===== src/rtl/sbsi_pkg.sv =====
// shared types and constants for the segment/box slab intersect core
// no dependencies
package sbsi_pkg;

    localparam int COORD_BITS = 32;
    localparam int FRAC_BITS  = 16;
    localparam int CFG_IDX_BITS = 3;

    typedef enum logic [CFG_IDX_BITS-1:0] {
        REG_MIN_X = 3'd0,
        REG_MIN_Y = 3'd1,
        REG_MIN_Z = 3'd2,
        REG_MAX_X = 3'd3,
        REG_MAX_Y = 3'd4,
        REG_MAX_Z = 3'd5
    } cfg_idx_t;

endpackage


===== src/rtl/sbsi_div.sv =====
// pipelined restoring divider: quotient of n/d with frac bits, saturated at 2.0
// one quotient bit per stage; depends on sbsi_pkg
module sbsi_div #(
    parameter int NW = sbsi_pkg::COORD_BITS + 1,
    parameter int FB = sbsi_pkg::FRAC_BITS
)(
    input  logic                 clk,
    input  logic                 en,
    input  logic [NW-1:0]        n,
    input  logic [NW-1:0]        d,
    input  logic                 neg,
    output logic signed [FB+2:0] q
);
    localparam int ST = FB + 1;

    logic [NW:0]   r_reg [ST+1];
    logic [NW-1:0] d_reg [ST+1];
    logic [FB+1:0] m_reg [ST+1];
    logic          s_reg [ST+1];
    logic          n_reg [ST+1];

    always_ff @(posedge clk)
    begin
        if (en)
        begin
            r_reg[0] <= {1'b0, n};
            d_reg[0] <= d;
            m_reg[0] <= '0;
            s_reg[0] <= ({1'b0, n} >= {d, 1'b0});
            n_reg[0] <= neg;
        end
    end

    for (genvar k = 0; k < ST; k++)
    begin : g_stage
        logic [NW+1:0] rs;
        logic [NW:0]   r_next;
        logic          b;
        always_comb
        begin
            rs = (k == 0) ? {1'b0, r_reg[k]} : {r_reg[k], 1'b0};
            b  = rs >= {2'b0, d_reg[k]};
            r_next = b ? (NW+1)'(rs - {2'b0, d_reg[k]}) : rs[NW:0];
        end
        always_ff @(posedge clk)
        begin
            if (en)
            begin
                r_reg[k+1] <= r_next;
                d_reg[k+1] <= d_reg[k];
                m_reg[k+1] <= {m_reg[k][FB:0], b};
                s_reg[k+1] <= s_reg[k];
                n_reg[k+1] <= n_reg[k];
            end
        end
    end

    logic [FB+2:0] mm;
    always_comb
    begin
        mm = s_reg[ST] ? (FB+3)'(2) << FB : {1'b0, m_reg[ST]};
        q  = n_reg[ST] ? -$signed(mm) : $signed(mm);
    end
endmodule


===== config.mk =====
export PLATFORM = sky130hd
export DESIGN_NAME = sbsi_div
export DESIGN_NICKNAME = d
export VERILOG_FILES = /design/src/rtl/sbsi_pkg.sv /design/src/rtl/sbsi_div.sv
export SDC_FILE = /design/constraint.sdc
export NUM_CORES = 2
export LEC_CHECK = 0
export ABC_AREA = 0
export BUFFER_PORTS_ARGS = -buffer_cell sky130_fd_sc_hd__buf_2
export CAP_MARGIN = 25
export CORE_MARGIN = 2
export CORE_UTILIZATION = 45
export CTS_CLUSTER_SIZE = 25
export DETAILED_ROUTE_END_ITERATION = 10
export GPL_TIMING_DRIVEN = 1
export MAX_ROUTING_LAYER = met4
export PLACE_DENSITY = 0.63
export SLEW_MARGIN = 15
export SYNTH_ARGS = -nofsm -noshare
export SYNTH_HDL_FRONTEND = slang
export SYNTH_SLANG_ARGS = --single-unit

===== constraint.sdc =====
create_clock -name clk -period 3.15 [get_ports clk]
set_input_delay 0.63 -clock clk [delete_from_list [all_inputs] [get_ports clk]]
set_output_delay 0.63 -clock clk [all_outputs]
set_load 0.02 [all_outputs]

==> flow_summary_export.csv <==
group,metric,value,unit
power,p_leak,45.4,nW
worst_setup_path,end_kind,"flip-flop",
clock_network,numCtsBuffers,154,
place,dpl_worst_slack,-711,ps
sta,rsz0062_at_grt,"yes",
worst_setup_path,path_cells,"ha_4, a21oi_2, o21ai_2, or3b_1, o211ai_1, buf_4, a21oi_4, a2111oi_4, nor3_4, a311oi_4, buf_6, buf_12, buf_12, nor2_4, xor2_1",
die,ios,88,
worst_setup_path,r2r_end,"r_reg[8][33]",
run_status,status,"finished with violations",
drt,wl_per_cell,19.2,µm
place,dpl.hpwl,153,mm
finish,largest_reg_flops,577,
logic_synthesis,synth_area,75900,µm²
drt,vias,59400,
worst_setup_path,criticalPathCategory,"reg2reg",
clock_network,clk_pin_slew_worst_paths,60,ps
worst_setup_path,critPathSlowestCell,"a2111oi_4",
worst_setup_path,critPathTopFamily,"compound AO/OA/AOI/OAI gates",
logic_synthesis,synthTopCellsByCount,"1327 x edfxtp_1, 746 x inv_1, 595 x a21oi_1",
logic_synthesis,async_flop_share,0,
finish,drive_gt1_frac,0.352,
power,power_density,1010,nW/µm²
logic_synthesis,syn_avg_cell_area,11.0,µm²
sta,fmax,275,MHz
drt,first_pass_iters,5,
worst_setup_path,rr_startpoint,"r_reg[7][3]",
sta,period_share,1.15,
power,combPwrFrac,0.555,
place,io_buffers,87,
global_routing,grt_max_degree,117,
logic_synthesis,yosysUniqueCellTypes,92,
worst_setup_path,crit_fanout,8,
worst_setup_path,cp.depth,15,
drt,post-route-drc-count,0,
sta,worst_pin_slew,1050,ps
logic_synthesis,synth_edf_count,1327,
die,die_h,415,µm
worst_setup_path,r2r_slack,-480,ps
global_routing,grt_pass1_vias,61400,
logic_synthesis,synthCells,6927,
worst_setup_path,slowest_delay,440,ps
logic_synthesis,synth_top_area_frac,0.525,
drt,ant_nets,0,
finish,finish.utilization,0.630,
logic_synthesis,yosysTopAreaCell,"edfxtp_1",
clock_network,clk-insertion-delay-late,800,ps
clock_network,cts_tree,"built",
clock_network,htreeDepth,4,
finish,num_antenna_cells,0,
global_routing,grtUsageTotal,0.248,
clock_network,cts_root_buffer,"clkbuf_16",
worst_setup_path,startpoint,"r_reg[7][3]",
place,gp_routability_congestion,0.947,
die,dieArea,172000,µm²
logic_synthesis,yosys.cell_count.top_type,"edfxtp_1",
die,rows,150,
power,p_int,66.4,mW
worst_setup_path,worst_ep_arrival_time,4180,ps
sta,skew,29.0,ps
worst_hold_path,hp-class,"in2reg",
die,die_w,415,µm
worst_setup_path,startpoint_type,"flip-flop",
job,cap_violations,0,
sta,relSlewSlack,0.290,
sta,fin_crit,3630,ps
drt,drtIter0Drc,3377,
drt,via_per_inst,5.32,
power,p_sw_frac,0.376,
worst_setup_path,critPathBufInv,4,
power,ir_drop,701,µV
worst_setup_path,endpoint,"r_reg[8][33]",
worst_setup_path,cp_common_cell,"buf_12",
die,core_area,167000,µm²
global_routing,grt_pass1_wl,324,mm
power,p_seq_frac,0.280,
logic_synthesis,synth_nets,7605,
power,clkPwrFrac,0.166,
global_routing,antenna_found_initial,0,
finish,area_growth,39.0,%
sta,worst_slack,-480,ps
worst_setup_path,worst-endpoint-required,3700,ps
sta,hold_viol,0,
power,p_switching,40.0,mW
sta,drv_slew,0,
sta,finalSetupViolCount,433,
drt,wirelength,214,mm
worst_setup_path,reg2regPathDepth,15,
logic_synthesis,synth_warnings,0,
logic_synthesis,synth_area_leaders,"edfxtp_1 52%, ha_1 9.8%, a21oi_1 3.9%",
clock_network,cts_sinks,1327,
clock_network,cts_buffer_depth,3,
global_routing,overflow,0,
die,initial_utilization,0.453,
logic_synthesis,ys.flop_type,"edfxtp_1",
finish,nets,9513,
logic_synthesis,yosysSeqAreaShare,0.525,
run_status,violations,"setup timing",
logic_synthesis,synth_seq_cells,1327,
[power by group through the flow]
stage,Combinational (mW),Clock (mW),Sequential (mW)
3_5_place_dp,45.9,0,29.5
2_1_floorplan,28.4,0,28.0
6_report,59.0,17.6,29.7
5_1_grt,63.8,18.7,30.1
4_1_cts,54.1,18.0,29.4
3_3_place_gp,45.1,0,29.5
[cells in the final DEF, fill, tap and decap left out, types with 60 or more instances in the layout]
| cell type | n |
|---|---|
| o21ai_2 | 147 |
| nand2_1 | 414 |
| buf_2 | 78 |
| buf_4 | 1506 |
| o21ai_0 | 294 |
| nor2_4 | 89 |
| ha_1 | 524 |
| a21oi_1 | 436 |
| nand3_1 | 93 |
| clkbuf_16 | 167 |
| nand2b_1 | 62 |
| a21o_1 | 291 |
| a21oi_2 | 134 |
| xor2_1 | 216 |
| nand2_2 | 60 |
| buf_12 | 68 |
| nor3_1 | 64 |
| ha_4 | 64 |
| mux2_4 | 64 |
| nor2b_1 | 91 |
| edfxtp_1 | 1327 |
| buf_6 | 110 |
| nor2_1 | 257 |
| o21ai_1 | 76 |
| o21bai_1 | 77 |
| xnor2_1 | 260 |
| inv_1 | 707 |
| nand4_1 | 93 |
| nand2_4 | 64 |
[per-layer routing]
layer  vias up  global-route usage  share of wire
li1      29100                   -              -
met4         0               0.175          0.085
met5         -                   -              0
met1     28400               0.220           0.33
met2      1260               0.479           0.56
met3       673              0.0309          0.029
[worst reg2reg max path, cell delays in order, from the launching register on]
cell and delay [ps]:
edfxtp_1 430, ha_4 270, a21oi_2 150, o21ai_2 90, or3b_1 340, o211ai_1 330
buf_4 200, a21oi_4 80, a2111oi_4 450, nor3_4 80, a311oi_4 300, buf_6 160
buf_12 160, buf_12 150, nor2_4 40, xor2_1 150
[what timing repair did]
item                                   in CTS  in global routing
hold buffers                               59                  0
pin swaps                                 409                356
setup buffers                             220                131
resized for setup                        1024                760
gates cloned                               45                 10
setup endpoints to repair                 569                563
endpoints found under the hold margin      59                  0
[through the flow]
| stage | instances | TNS [ps] | total power [mW] | instance area [µm²] | hold slack [ps] |
|---|---|---|---|---|---|
| after floorplan | 6927 | -2860 | 56.4 | 76200 | 400 |
| after global placement | 10500 | -173200 | 74.6 | 89800 | 401 |
| after detailed placement | 10500 | -195360 | 75.4 | 89800 | 405 |
| after CTS | 11100 | -62180 | 102 | 102000 | 39.1 |
| after global routing | 11200 | -125960 | 113 | 105000 | 66.9 |
| final | 11200 | -79220 | 106 | 105000 | 117 |
[logic make-up after synthesis]
group	count (synthesis)	share of synthesized area
simple gates	1565	0.0968
buf+inv	913	0.0469
compound gates	1927	0.157
fa+ha+maj	609	0.102
mux	104	0.0170
flops	1327	0.525
xor+xnor	482	0.0556
[area by class of cell]
cell class	count	area, µm²
Clock buffer	187	4040
Clock inverter	88	931
Fill cell	12900	61900
Inverter	749	2850
Multi-Input combinational cell	4690	38400
Sequential cell	1327	39800
Tap cell	2204	2760
Timing Repair Buffer	1910	16600
Timing Repair inverter	3	38.8
[how the worst min path moves through the flow]
stage | startpoint | to | slack [ps] | cells past startpoint
after global placement | m_reg[6][4] | m_reg[7][5] | 400 | 0
final | n[2] | r_reg[0][2] | 120 | 2
after floorplan | m_reg[9][0] | m_reg[10][1] | 400 | 0
after CTS | n[1] | r_reg[0][1] | 40 | 2
after detailed placement | m_reg[9][5] | m_reg[10][6] | 400 | 0
after global routing | n[2] | r_reg[0][2] | 70 | 2
Note: power is estimated with default switching activity, not from simulation.
